--- config.mk ---
export PLATFORM = sky130hd
export DESIGN_NAME = swm_cell
export DESIGN_NICKNAME = d
export VERILOG_FILES = /design/src/rtl/swm_pkg.sv /design/src/rtl/swm_cell.sv
export SDC_FILE = /design/constraint.sdc
export NUM_CORES = 1
export LEC_CHECK = 0
export ABC_AREA = 1
export BUFFER_PORTS_ARGS = -buffer_cell sky130_fd_sc_hd__buf_2
export CAP_MARGIN = 10
export CORE_MARGIN = 2
export CORE_UTILIZATION = 35
export CTS_BUF_LIST = sky130_fd_sc_hd__clkbuf_16
export DETAILED_ROUTE_END_ITERATION = 10
export GPL_TIMING_DRIVEN = 0
export SLEW_MARGIN = 5
export SYNTH_ARGS = -nofsm -noshare
export SYNTH_HDL_FRONTEND = slang
export SYNTH_SLANG_ARGS = --single-unit
--- constraint.sdc ---
create_clock -name clk -period 5.6 [get_ports clk]
set_clock_uncertainty 0.15 [all_clocks]
set_input_delay 0.84 -clock clk [delete_from_list [all_inputs] [get_ports clk]]
set_output_delay 0.84 -clock clk [all_outputs]
set_load 0.005 [all_outputs]
--- src/rtl/swm_pkg.sv ---
package swm_pkg;

	// Width of the window_size register as written on the configuration port.
	localparam int CFG_BITS = 7;

	// Controls broadcast from the top level to every cell of the chain.
	typedef struct packed {
		logic step;  // a sample is taken this cycle
		logic full;  // the window holds window_size samples, so one leaves
	} swm_ctl_t;

endpackage

--- src/rtl/swm_cell.sv ---
// One slot of the sorted chain. It holds one sample and its age in samples.
// On a step each cell picks its next content from itself, its two neighbors
// or the new sample, so that the chain stays sorted while the oldest sample
// drops out and the new one slides in.
module swm_cell #(
	parameter int W  = 32,
	parameter int AW = 6
) (
	input  logic                 clk,
	input  swm_pkg::swm_ctl_t    ctl,
	input  logic signed [W-1:0]  x,          // new sample
	input  logic [AW-1:0]        last_age,   // age of the sample that leaves
	input  logic                 valid,      // this slot holds a sample
	input  logic                 ge_prev,    // the leaving slot is at or below the lower neighbor
	input  logic                 ge_here,    // the leaving slot is at or below this slot
	input  logic signed [W-1:0]  prev_value,
	input  logic [AW-1:0]        prev_age,
	input  logic                 prev_gt,
	input  logic signed [W-1:0]  next_value,
	input  logic [AW-1:0]        next_age,
	input  logic                 next_gt,
	output logic signed [W-1:0]  value,
	output logic [AW-1:0]        age,
	output logic                 gt,
	output logic                 rm
);

	logic signed [W-1:0] value_q;
	logic [AW-1:0]       age_q;
	logic                gtc_here;
	logic                gtc_prev;
	logic signed [W-1:0] c_value;
	logic [AW-1:0]       c_age;
	logic signed [W-1:0] p_value;
	logic [AW-1:0]       p_age;

	// An empty slot counts as greater than any sample.
	assign gt    = !valid | (value_q > x);
	assign rm    = ctl.full & valid & (age_q == last_age);
	assign value = value_q;
	assign age   = age_q;

	// View of this slot and the lower one after the leaving sample is taken out.
	always_comb begin
		gtc_here = ge_here ? next_gt    : gt;
		c_value  = ge_here ? next_value : value_q;
		c_age    = ge_here ? next_age   : age_q;
		gtc_prev = ge_prev ? gt         : prev_gt;
		p_value  = ge_prev ? value_q    : prev_value;
		p_age    = ge_prev ? age_q      : prev_age;
	end

	// Keep, shift down from above, take the new sample, or shift up from below.
	always_ff @(posedge clk) begin
		if (ctl.step) begin
			if (!gtc_here) begin
				value_q <= c_value;
				age_q   <= c_age + AW'(1);
			end else if (!gtc_prev) begin
				value_q <= x;
				age_q   <= '0;
			end else begin
				value_q <= p_value;
				age_q   <= p_age + AW'(1);
			end
		end
	end

endmodule

### After elaboration in Yosys (flattened, before gate mapping)

Index checks and enable logic that the tools add are counted.
W data, S select, Z words.

| cells by class | value |
|---|---|
| $add $sub $neg | 2 |
| order comparisons | 1 |
| equal/unequal tests | 2 |
| mux-type cells | 10 |
| bitwise logic cells | 3 |
| reductions and logical operators | 3 |

Operator list:

| kind | number |
|---|---|
| $mux W32 | 4 |
| $gt A32 B32 Y1 | 1 |
| $mux W6 | 4 |
| $add A6 B1 Y6 const B | 2 |
| $eq A6 B6 Y1 | 1 |
| $ne A3 B3 Y1 const B | 1 |
| $reduce_and A3 Y1 | 1 |
| $and A1 B1 Y1 | 2 |
| $mux W1 | 2 |
| $reduce_bool A2 Y1 | 1 |
| $logic_not A1 Y1 | 1 |
| $or A1 B1 Y1 | 1 |

| word-level totals | value |
|---|---|
| bits in registers | 38 |
| input bits | 122 |
| output and inout bits | 40 |
| logic and storage cells | 23 |

### Longest topological paths before layout

Gate-level depths: netlist (run 1).

| logic depth | value |
|---|---|
| depth after elaboration | 5 |
| gate-level depth with buffers | 23 |
| depth with buffers taken out | 21 |

### Worst setup path before layout (run 1)

OpenSTA, ideal clock, no wires.

| path | value |
|---|---|
| path kind | input to register |
| start | input x[31] |
| end | register value_q[0], in the netlist value[0], enable pin |
| setup time | 0.471 ns |
| arrival | 4.605 ns |
| data required time | 4.979 ns |
| slack | 0.374 ns |
| cell stages on the path | 15 |
| path buffers | 1 |
| cell sequence | inv_1 ha_1 nand2_1 nor2_2 nand2_2 nor4_4 nand2_1 nand2_1 nand2_1 nand3_2 nand2_2 nand2_4 buf_2 nand2_1 a21boi_0 |

| between the ends | value |
|---|---|
| word-level cells in the longest chain between the ends | 5 |
| elaborated cells on any way between the ends | 7 |
| classes of those cells | 1 x order compare; 1 x eq/ne; 2 x mux; 1 x bitwise; 2 x reduce/logical |

RTL lines:

| what | RTL line | RTL |
|---|---|---|
| from (decl) | swm_cell.sv:11 | `input logic signed [W-1:0] x,` |
| $gt A32 B32 Y1 * | swm_cell.sv:38 | `assign gt = !valid \| (value_q > x);` |
| $or A1 B1 Y1 * | swm_cell.sv:38 |  |
| named net gt | swm_cell.sv:24 | `output logic gt,` |
| $mux W1 (on tied branches) | swm_cell.sv:45, swm_cell.sv:48 |  |
| $ne A3 B3 Y1 (no line) / $reduce_bool A2 Y1 (equally long branches) | -- |  |
| $reduce_and A3 Y1 (no line) * | -- |  |
| to (signal assigned) | swm_cell.sv:57 | `value_q <= c_value;` |
| to (signal assigned) | swm_cell.sv:63 | `value_q <= p_value;` |
| to (decl) | swm_cell.sv:28 | `logic signed [W-1:0] value_q;` |

The timed path passes the listed nets; every way through them passes the cells marked *.
A chain may end at the register's enable or synchronous reset.

### Worst setup path in the final report (run 1)

| path | value |
|---|---|
| start | input x[31] |
| end | register value_q[28], in the netlist value[28], enable pin |

| between the ends | value |
|---|---|
| word-level cells in the longest chain between the ends | 5 |
| elaborated cells on any way between the ends | 7 |
| classes of those cells | 1 x order compare; 1 x eq/ne; 2 x mux; 1 x bitwise; 2 x reduce/logical |

RTL lines:

| what | RTL line |
|---|---|
| $gt A32 B32 Y1 * | swm_cell.sv:38 |
| $or A1 B1 Y1 * | swm_cell.sv:38 |
| $mux W1 (on tied branches) | swm_cell.sv:45, swm_cell.sv:48 |
| $ne A3 B3 Y1 (no line) / $reduce_bool A2 Y1 (equally long branches) | -- |
| $reduce_and A3 Y1 (no line) * | -- |

Every way passes the cells marked *; elsewhere a longest branch is shown, timed or not.

==> results.rst, run 1 <==
.. list-table::
   :header-rows: 1

   * - Metric
     - Value
   * - Synthesized Nets
     - between 600 and 700
   * - Cells on Worst Hold Path
     - 3
   * - Mean post-synth cell area
     - 7.12 sq um
   * - Final hold slack
     - 0.678 ns
   * - Simple-gate share of the synthesized area
     - 0.335
   * - Path category of the worst min-delay check
     - in2reg
   * - Detailed Route WL
     - 9940 um
   * - Uppermost signal routing layer after detailed routing
     - met4
   * - Total power per unit cell area
     - 223 nW/um^2
   * - Port bufs
     - 160
   * - Slack of the worst reg-to-reg path
     - ~2.2 ns
   * - First-pass GRT wire length
     - between 15000 and 20000 um
   * - Buffers and inverters on the worst path
     - 4
   * - Final Critical Period
     - 3.63 ns
   * - Later-pin clock latency in the skew report
     - 0.28 ns
   * - Leak
     - ~2.6 nW
   * - Remaining Overflow, GRT
     - 0
   * - Max-Cap Viols
     - 0
   * - Multiplexer share of the synthesized area
     - 0.00288
   * - Layout-stage area growth over the synthesis result
     - 32.7%
   * - WL met2
     - 4570 um
   * - Proportion of layout cells with a drive suffix above 1
     - 0.299
   * - Chip width
     - 104 um
   * - Post-synthesis instance total
     - 488
   * - Sequential element share of the synthesized area
     - 0.329
   * - Cell types with the largest area share after synthesis
     - sky130_fd_sc_hd__edfxtp_1, sky130_fd_sc_hd__nand2_1, sky130_fd_sc_hd__ha_1, sky130_fd_sc_hd__nand3_1, sky130_fd_sc_hd__inv_1
   * - Clock root buffer
     - sky130_fd_sc_hd__clkbuf_16
   * - Detailed route wirelength on metal3
     - around 570 um
   * - Most prevalent standard cell on the critical path
     - sky130_fd_sc_hd__nand2_1
   * - Most common library cell in the layout ignoring fill and taps
     - sky130_fd_sc_hd__buf_2
   * - FF-to-FF path depth
     - 15
   * - Average detailed-routed wire length per instance
     - 12.6 um
   * - CP max stage cell
     - sky130_fd_sc_hd__a21boi_4
   * - Largest stage delay, worst path
     - 0.56 ns
   * - Complex-gate fraction of the synthesized area
     - 0.0558
   * - Post-synthesis cell type with the largest combined area
     - sky130_fd_sc_hd__edfxtp_1
   * - Final Hold Viols
     - 0
   * - Number of nets in the layout
     - 812
   * - Initial DRC Count
     - 81
   * - Worst ir drop on vdd
     - about 0.12 mV
   * - Crit start category
     - input port
   * - Dominant combinational cell family by area after synthesis
     - simple AND/OR/NAND/NOR gates
   * - Critical path data required time
     - 5.44 ns
   * - Classification of the worst setup path
     - in2reg
   * - Beginning of the worst register-to-register path
     - value[31]$_DFFE_PP_
   * - Detailed-placement wirelength estimate
     - 8000 um
   * - Yosys warning count
     - 0
   * - End point of the worst hold path
     - value[26]$_DFFE_PP_
   * - Slew margin rel.
     - 0.556
   * - Reg2Reg Capture Point
     - value[28]$_DFFE_PP_
   * - Clock slew at the register clock pins of the worst setup and hold paths
     - ~0.060 ns
   * - TritonRoute pass-1 iters
     - 4
   * - Number of distinct standard cells referenced by the synthesized netlist
     - 31
   * - Share of synthesized cell area in full adder, half adder and majority cells
     - 0.122
   * - Share of power burned in registers
     - 0.377
   * - CTS Buffer Depth
     - 2
   * - Switching part of the total
     - 0.332
   * - Combinational share of power
     - 0.362
   * - Count of standard-cell rows
     - 36
   * - Number of global-route vias before repair
     - ~3500
   * - Synth top area share
     - 0.329
   * - Clock Sinks
     - 38
   * - Final max-slew violation count
     - 0
   * - Post-synthesis share of cell area spent on xor and xnor gates
     - 0.0252
   * - Die Outline Area
     - 10700 sq um
   * - CTS resizes
     - 0
   * - Critical Path, Cell by Cell
     - buf_2 -> inv_1 -> ha_1 -> nand2_1 -> nor2_2 -> nand2_2 -> nor4_4 -> nand2_1 -> nand2_1 -> nand2_1 -> nand3_2 -> nand2_2 -> nand2_4 -> buf_2 -> nand2_1 -> a21boi_4 -> buf_16
   * - Worst Setup End Kind
     - flip-flop
   * - Family with the most delay on the worst path
     - simple AND/OR/NAND/NOR gates
   * - Most frequent cells in the layout
     - sky130_fd_sc_hd__buf_2, sky130_fd_sc_hd__nand2_1, sky130_fd_sc_hd__inv_1
   * - Remaining number of nets flagged by the antenna check after routing
     - 0
   * - Vias per cell
     - about 4.5
   * - Total number of H-tree levels
     - 2
   * - Final standard cell count with taps included and fillers excluded
     - 788
   * - Number of antenna repair diodes
     - 0
   * - Largest fanout on the critical path
     - 17
   * - Clock power share
     - 0.261
   * - Setup crit start
     - x[31]
   * - Total core area
     - approximately 9700 sq um
   * - Final weighted congestion in routability-driven placement
     - approximately 0.83
   * - Vert. Die Dim
     - a little over 100 um
   * - Total clock buffers created by CTS
     - 5
   * - Pin count of the biggest net entering global routing
     - 18
   * - Final worst path period share
     - 0.647
   * - Flops & latches, synth
     - 38
   * - Clock tree from TritonCTS
     - done
   * - Total placed cells including tap cells
     - between 700 and 800
   * - Setup violation total in the final timing report
     - 0
   * - Number of setup buffers added after CTS
     - 0
   * - Worst-margin pin slew
     - between 0.6 and 0.7 ns
   * - P_int
     - 0.686 mW
   * - CTS hold repair buffers
     - 0
   * - Worst hold path startpoint
     - next_value[26]
   * - M1 WL
     - ~4700 um
   * - Initial antenna violation count
     - 0
   * - Routed via count
     - 3571
   * - Critical Path AT
     - 3.46 ns
   * - Post-synthesis instance area
     - 3470 sq um
   * - Boundary Pins
     - 162
   * - Fmax
     - 276 MHz
   * - Unrepaired setup endpoints after global routing
     - no
   * - Switching component of the power
     - approximately 0.34 mW
   * - Initial Utilization
     - 0.359
   * - Overall global routing resource usage
     - 0.181
   * - Run status
     - completed
   * - Post-route DRC violation count
     - 0
-- layer usage --
| layer | vias to the layer above | global-route usage |
|---|---|---|
| met5 | - | 0 |
| met1 | 1546 | 0.232 |
| met3 | 8 | 0.0378 |
| met2 | 121 | 0.316 |
| met4 | 0 | 0.0357 |
| li1 | 1896 | - |
-- cell families (layout without fill, tap and decap cells) --
family / after synthesis / after routing
AO/OA/AOI/OAI: 35 / 35
flip-flops: 38 / 38
XOR/XNOR: 10 / 10
buffers and inverters: 106 / 273
AND/OR/NAND/NOR: 264 / 264
multiplexers: 1 / 1
adder cells (fa/ha/maj): 34 / 34
-- tightest hold or removal path, stage by stage --
cell and delay (ns):
sky130_fd_sc_hd__buf_2 0.07, sky130_fd_sc_hd__nand2_1 0.04, sky130_fd_sc_hd__nand2_1 0.05
-- worst max-delay path by stage --
stage | endpoint | slack, ns | cells past startpoint
2_1_floorplan | value[0]$_DFFE_PP_ | 0.37 | 15
3_3_place_gp | value[14]$_DFFE_PP_ | -1.60 | 16
3_5_place_dp | value[14]$_DFFE_PP_ | 1.62 | 17
4_1_cts | value[14]$_DFFE_PP_ | 1.91 | 17
5_1_grt | value[28]$_DFFE_PP_ | 1.63 | 17
6_report | value[28]$_DFFE_PP_ | 1.97 | 17
-- metrics by stage --
stage / power, mW / utilization / setup WS (ns) / TNS (ns) / cell area, sq um
2_1_floorplan: 0.620 / - / 0.374 / 0 / 3470
3_3_place_gp: 0.760 / 0.459 / -1.60 / -50.99 / 4440
3_5_place_dp: 0.769 / 0.463 / 1.62 / 0 / 4480
4_1_cts: 1.04 / 0.476 / 1.91 / 0 / 4610
5_1_grt: 1.10 / 0.476 / 1.63 / 0 / 4610
6_report: 1.03 / 0.476 / 1.97 / 0 / 4610
-- power groups by stage --
| stage | Combinational (mW) | Sequential, mW | Clock, mW |
|---|---|---|---|
| CTS | 0.378 | 0.388 | 0.274 |
| floorplan | 0.226 | 0.394 | 0 |
| global placement | 0.364 | 0.396 | 0 |
| detailed placement | 0.375 | 0.393 | 0 |
| finish | 0.372 | 0.387 | 0.268 |
| global route | 0.425 | 0.391 | 0.281 |
-- cell usage after synthesis, drive strengths merged --
master and instances:
a21oi 14, o21a 2, o211a 1, nand2 160, o21ai 14, xnor2 1, buf 16, nand3b 5
edfxtp 38, a21o 2, mux2i 1, xor2 9, nand3 74, a21boi 1, or2 5, nor2 15
nor4 2, clkbuf 3, ha 34, nand4 3, inv 87, a31oi 1
-- registers in the layout, indices dropped and copies added (netlist names) --
register  cells
age           6
value        32
-- final cells by class --
type | count | area, sq um
buffer | 19 | 124
clock buffer | 5 | 125
clock inverter | 1 | 3.75
fill | 988 | 5080
inverter | 87 | 327
multi-input combinational | 344 | 1890
sequential | 38 | 1140
tap | 133 | 166
timing repair buffer | 161 | 828
(Power assumes the default switching activity.)
==> run 2, diff against run 1 <==
Clock period 5.6 ns to 3.72 ns, I/O delays scaled along.
==> results.rst, run 2 (synthesized netlist as in run 1, its figures left out) <==
.. list-table::
   :header-rows: 1

   * - Metric
     - Value
   * - Layout-stage area growth over the synthesis result
     - 32.7%
   * - Slew margin rel.
     - 0.548
   * - P_int
     - a little over 1 mW
   * - First-pass GRT wire length
     - 16500 um
   * - Detailed Route WL
     - 10000 um
   * - Clock root buffer
     - sky130_fd_sc_hd__clkbuf_16
   * - Worst-margin pin slew
     - between 0.6 and 0.7 ns
   * - Final weighted congestion in routability-driven placement
     - 0.846
   * - Final Hold Viols
     - 0
   * - FF-to-FF path depth
     - 15
   * - Worst slack at placement
     - 0.00186 ns
   * - Later-pin clock latency in the skew report
     - 0.28 ns
   * - End point of the worst hold path
     - value[24]$_DFFE_PP_
   * - Final Critical Period
     - approximately 3.4 ns
   * - Slack of the worst reg-to-reg path
     - 0.36 ns
   * - Vert. Die Dim
     - slightly above 100 um
   * - Total cell area at the placement stage
     - roughly 4500 sq um
   * - Pin count of the biggest net entering global routing
     - 18
   * - Number of setup buffers added after CTS
     - 0
   * - Switching component of the power
     - approximately 0.51 mW
   * - CTS Buffer Depth
     - 2
   * - Average detailed-routed wire length per instance
     - approximately 13 um
   * - Number of global-route vias before repair
     - 3503
   * - Number of antenna repair diodes
     - 0
   * - TritonRoute pass-1 iters
     - 6
   * - Boundary Pins
     - 162
   * - Max reg flops
     - 32
   * - Number of nets in the layout
     - 812
   * - Switching part of the total
     - 0.332
   * - Post-route DRC violation count
     - 0
   * - Vias per cell
     - 4.61
   * - Leak
     - 2.65 nW
   * - Critical Path AT
     - 3.20 ns
   * - Die Outline Area
     - 10700 sq um
   * - CTS hold repair buffers
     - 0
   * - Combinational share of power
     - 0.363
   * - Clock Sinks
     - 38
   * - Clock power share
     - 0.260
   * - Routed via count
     - between 3000 and 4000
   * - Proportion of layout cells with a drive suffix above 1
     - 0.299
   * - Final worst path period share
     - 0.903
   * - Classification of the worst setup path
     - reg2reg
   * - Run status
     - completed
   * - Most frequent cells in the layout
     - sky130_fd_sc_hd__buf_2, sky130_fd_sc_hd__nand2_1, sky130_fd_sc_hd__inv_1
   * - Worst ir drop on vdd
     - 0.167 mV
   * - Chip width
     - 104 um
   * - Reg2Reg Capture Point
     - value[28]$_DFFE_PP_
   * - Crit start category
     - flip-flop
   * - Fmax
     - around 300 MHz
   * - Path category of the worst min-delay check
     - in2reg
   * - Setup violation total in the final timing report
     - 0
   * - Initial DRC Count
     - between 100 and 150
   * - Total clock buffers created by CTS
     - 5
   * - Detailed-placement wirelength estimate
     - 8080 um
   * - Share of power burned in registers
     - 0.377
   * - Total power per unit cell area
     - 335 nW/um^2
   * - Fin Setup TNS
     - 0 ns
   * - Initial antenna violation count
     - 0
   * - Remaining Overflow, GRT
     - 0
   * - Clock slew at the register clock pins of the worst setup and hold paths
     - 0.06 ns
   * - Critical path data required time
     - approximately 3.6 ns
   * - Worst Setup End Kind
     - flip-flop
   * - Worst hold path startpoint
     - next_value[24]
   * - Initial Utilization
     - 0.359
   * - Clock tree from TritonCTS
     - done
   * - Cells on Worst Hold Path
     - 3
   * - Final max-slew violation count
     - 0
   * - Final standard cell area without fillers
     - 4610 sq um
   * - Unrepaired setup endpoints after global routing
     - no
   * - CTS resizes
     - 0
   * - Count of standard-cell rows
     - 36
   * - Port bufs
     - 160
   * - Total core area
     - 9680 sq um
   * - Largest fanout on the critical path
     - 17
   * - Total number of H-tree levels
     - 2
   * - Max-Cap Viols
     - 0
   * - Overall global routing resource usage
     - 0.185
   * - Remaining number of nets flagged by the antenna check after routing
     - 0
   * - Beginning of the worst register-to-register path
     - value[31]$_DFFE_PP_
   * - Most common library cell in the layout ignoring fill and taps
     - sky130_fd_sc_hd__buf_2
   * - Fin worst setup slack
     - 0.360 ns
-- run 2: cell counts in the layout (fill, tap and decap cells not counted) --
Identical to the previous run, type by type.
-- run 2: through the flow --
| step | hold WS (ns) | util | total power, mW | instances |
|---|---|---|---|---|
| finish | 0.395 | 0.476 | 1.54 | 788 |
| global route | 0.400 | 0.476 | 1.66 | 788 |
| CTS | 0.390 | 0.476 | 1.57 | 788 |
| detailed placement | 0.683 | 0.463 | 1.16 | 782 |
| global placement | 0.681 | 0.459 | 1.14 | 781 |
| floorplan | 0.520 | - | 0.933 | 488 |
-- run 2: worst max-delay path, cell delays in order, from the launching register on --
cell,delay [ns]
sky130_fd_sc_hd__edfxtp_1,0.40
sky130_fd_sc_hd__ha_1,0.36
sky130_fd_sc_hd__nand2_1,0.09
sky130_fd_sc_hd__nor2_2,0.14
sky130_fd_sc_hd__nand2_2,0.09
sky130_fd_sc_hd__nor4_4,0.17
sky130_fd_sc_hd__nand2_1,0.11
sky130_fd_sc_hd__nand2_1,0.07
sky130_fd_sc_hd__nand2_1,0.06
sky130_fd_sc_hd__nand3_2,0.07
sky130_fd_sc_hd__nand2_2,0.07
sky130_fd_sc_hd__nand2_4,0.10
sky130_fd_sc_hd__buf_2,0.23
sky130_fd_sc_hd__nand2_1,0.12
sky130_fd_sc_hd__a21boi_4,0.57
sky130_fd_sc_hd__buf_16,0.24
-- run 2: cell type report --
cell class                      instances  area [sq um]
Buffer                                 19           124
Clock buffer                            5           125
Clock inverter                          1          3.75
Fill cell                            1037          5080
Inverter                               87           327
Multi-Input combinational cell        344          1890
Sequential cell                        38          1140
Tap cell                              133           166
Timing Repair Buffer                  161           828
-- run 2: power by group through the flow --
stage	combinational [mW]	clock [mW]	sequential (mW)
after global routing	0.645	0.422	0.589
after global placement	0.548	0	0.593
final	0.560	0.401	0.583
after detailed placement	0.567	0	0.593
after CTS	0.570	0.412	0.584
after floorplan	0.342	0	0.591
-- run 2: worst max path at each step --
stage | cells past startpoint | startpoint | endpoint
floorplan | 15 | x[31] | value[0]$_DFFE_PP_
global placement | 16 | x[31] | value[14]$_DFFE_PP_
detailed placement | 17 | x[31] | value[25]$_DFFE_PP_
CTS | 15 | value[31]$_DFFE_PP_ | value[28]$_DFFE_PP_
global route | 15 | value[31]$_DFFE_PP_ | value[30]$_DFFE_PP_
finish | 15 | value[31]$_DFFE_PP_ | value[28]$_DFFE_PP_
-- run 2: routing by layer --
| metal | global-route usage | wire length (um) | up-vias |
|---|---|---|---|
| met1 | 0.254 | 4780 | 1597 |
| met5 | 0 | 0 | - |
| li1 | - | - | 1897 |
| met3 | 0.0327 | 669 | 6 |
| met2 | 0.311 | 4520 | 129 |
| met4 | 0.0270 | 57 | 0 |
==> run 3, diff against run 2 <==
Settings changed: CORE_UTILIZATION 35 to 48, PLACE_DENSITY set to 0.82.
Clock period 3.72 ns to 3.7 ns, I/O delays scaled along.
==> results.rst, run 3 (synthesized netlist as in run 1, its figures left out) <==
.. list-table::
   :header-rows: 1

   * - Metric
     - Value
   * - Run status
     - completed
   * - Final standard cell area without fillers
     - 4600 sq um
   * - Total clock buffers created by CTS
     - 5
   * - Fin Setup TNS
     - 0 ns
   * - Final worst path period share
     - 0.892
   * - Remaining number of nets flagged by the antenna check after routing
     - 0
   * - End point of the worst hold path
     - value[26]$_DFFE_PP_
   * - Slew margin rel.
     - 0.559
   * - Detailed-placement wirelength estimate
     - 7630 um
   * - Number of global-route vias before repair
     - 3474
   * - CTS hold repair buffers
     - 0
   * - Setup violation total in the final timing report
     - 0
   * - Cells on Worst Hold Path
     - 3
   * - Vert. Die Dim
     - approximately 89 um
   * - Crit start category
     - flip-flop
   * - Path category of the worst min-delay check
     - in2reg
   * - First-pass GRT wire length
     - 14500 um
   * - Count of standard-cell rows
     - 31
   * - Final Hold Viols
     - 0
   * - Final Critical Period
     - between 3 and 4 ns
   * - Proportion of layout cells with a drive suffix above 1
     - 0.300
   * - Clock slew at the register clock pins of the worst setup and hold paths
     - roughly 0.060 ns
   * - Layout-stage area growth over the synthesis result
     - 32.4%
   * - Max-Cap Viols
     - 0
   * - Total placed cells including tap cells
     - 748
   * - Worst ir drop on vdd
     - between 0.2 and 0.25 mV
   * - Number of antenna repair diodes
     - 0
   * - Final core utilization
     - 0.644
   * - Initial antenna violation count
     - 0
   * - Most common library cell in the layout ignoring fill and taps
     - sky130_fd_sc_hd__buf_2
   * - Total cell area at the placement stage
     - between 4000 and 5000 sq um
   * - FF-to-FF path depth
     - 13
   * - Most frequent cells in the layout
     - sky130_fd_sc_hd__buf_2, sky130_fd_sc_hd__nand2_1, sky130_fd_sc_hd__inv_1
   * - Final max-slew violation count
     - 0
   * - Routed via count
     - 3686
   * - Critical path data required time
     - 3.54 ns
   * - Average detailed-routed wire length per instance
     - 12.3 um
   * - CTS Buffer Depth
     - 2
   * - Post-route DRC violation count
     - 0
   * - Most prevalent standard cell on the critical path
     - sky130_fd_sc_hd__nand2_1
   * - Final weighted congestion in routability-driven placement
     - roughly 0.84
   * - Reg2Reg Capture Point
     - value[17]$_DFFE_PP_
   * - Worst Setup End Kind
     - flip-flop
   * - Leak
     - 2.67 nW
   * - Largest fanout on the critical path
     - 18
   * - Initial Utilization
     - 0.487
   * - Overall global routing resource usage
     - 0.231
   * - Slack of the worst reg-to-reg path
     - 0.40 ns
   * - Total power per unit cell area
     - roughly 350 nW/um^2
   * - Clock tree from TritonCTS
     - done
   * - Critical Path, Cell by Cell
     - ha_1 -> a21o_1 -> o21ai_1 -> nand2_1 -> a21oi_1 -> nand3_1 -> nand3_2 -> nand2_2 -> nand2_4 -> buf_2 -> nand2_1 -> a21boi_4 -> buf_16
   * - TritonRoute pass-1 iters
     - 4
   * - CTS resizes
     - 0
   * - Beginning of the worst register-to-register path
     - value[19]$_DFFE_PP_
   * - Pin count of the biggest net entering global routing
     - 19
   * - Largest stage delay, worst path
     - 0.56 ns
   * - Max reg flops
     - 32
   * - Total number of H-tree levels
     - 2
   * - Number of setup buffers added after CTS
     - 0
   * - Unrepaired setup endpoints after global routing
     - no
   * - Detailed Route WL
     - 9320 um
   * - Total power of the final layout
     - about 1.6 mW
   * - Vias per cell
     - 4.88
   * - Worst-margin pin slew
     - 0.661 ns
   * - CP max stage cell
     - sky130_fd_sc_hd__a21boi_4
   * - Final standard cell count with taps included and fillers excluded
     - 756
   * - Classification of the worst setup path
     - reg2reg
   * - Number of nets in the layout
     - roughly 810
   * - Worst hold path startpoint
     - next_value[26]
   * - Clock Sinks
     - 38
   * - Clock root buffer
     - sky130_fd_sc_hd__clkbuf_16
   * - Fmax
     - 303 MHz
   * - Port bufs
     - 160
   * - Later-pin clock latency in the skew report
     - 0.28 ns
   * - Critical Path AT
     - 3.14 ns
   * - Chip width
     - 89.1 um
   * - Die Outline Area
     - 7930 sq um
   * - Remaining Overflow, GRT
     - 0
   * - Total core area
     - 7140 sq um
   * - Boundary Pins
     - ~160
   * - Initial DRC Count
     - 75
[run 3: worst max path at each step]
stage	startpoint	to	slack, ns	depth (start not counted)
detailed placement	x[31]	value[12]$_DFFE_PP_	0.06	17
global placement	x[31]	value[12]$_DFFE_PP_	-0.64	16
finish	value[19]$_DFFE_PP_	value[17]$_DFFE_PP_	0.40	13
floorplan	x[31]	value[0]$_DFFE_PP_	0.20	15
CTS	value[19]$_DFFE_PP_	value[17]$_DFFE_PP_	0.35	13
global route	value[31]$_DFFE_PP_	value[8]$_DFFE_PP_	0.13	15
[run 3: final cells by class]
| type | count | area (sq um) |
|---|---|---|
| plain buffers | 19 | 124 |
| inverters | 87 | 327 |
| repair buffers | 161 | 828 |
| clock inverters | 3 | 37.5 |
| well taps | 99 | 124 |
| flip-flops and latches | 38 | 1140 |
| clock buffers | 5 | 125 |
| fillers | 687 | 2540 |
| multi-input cells | 344 | 1890 |
[run 3: worst max-delay path: cells and delay by family, from the launching register on]
kind	cells	cell delay, ns
simple gates	6	0.57
buf+inv	2	0.47
flops	1	0.41
compound gates	4	1.06
fa+ha+maj	1	0.35
[run 3: where the power goes]
group	leakage [nW]	total [mW]	switching [mW]	internal [mW]
combinational	2.22	0.560	0.314	0.246
sequential	0.366	0.585	0.0325	0.552
clock	0.0864	0.481	0.168	0.313
total	2.67	1.63	0.515	1.11
[run 3: metal layers]
layer	up-vias	global-route usage	routed length, um
met1	1655	0.273	3950
li1	1896	-	-
met5	-	0	0
met4	0	0.0488	78
met3	8	0.0351	601
met2	127	0.442	4690
[run 3: stage by stage]
stage	hold slack [ns]	setup slack (ns)
2_1_floorplan	0.517	0.201
3_3_place_gp	0.677	-0.638
3_5_place_dp	0.682	0.0582
4_1_cts	0.393	0.346
5_1_grt	0.402	0.132
6_report	0.398	0.398
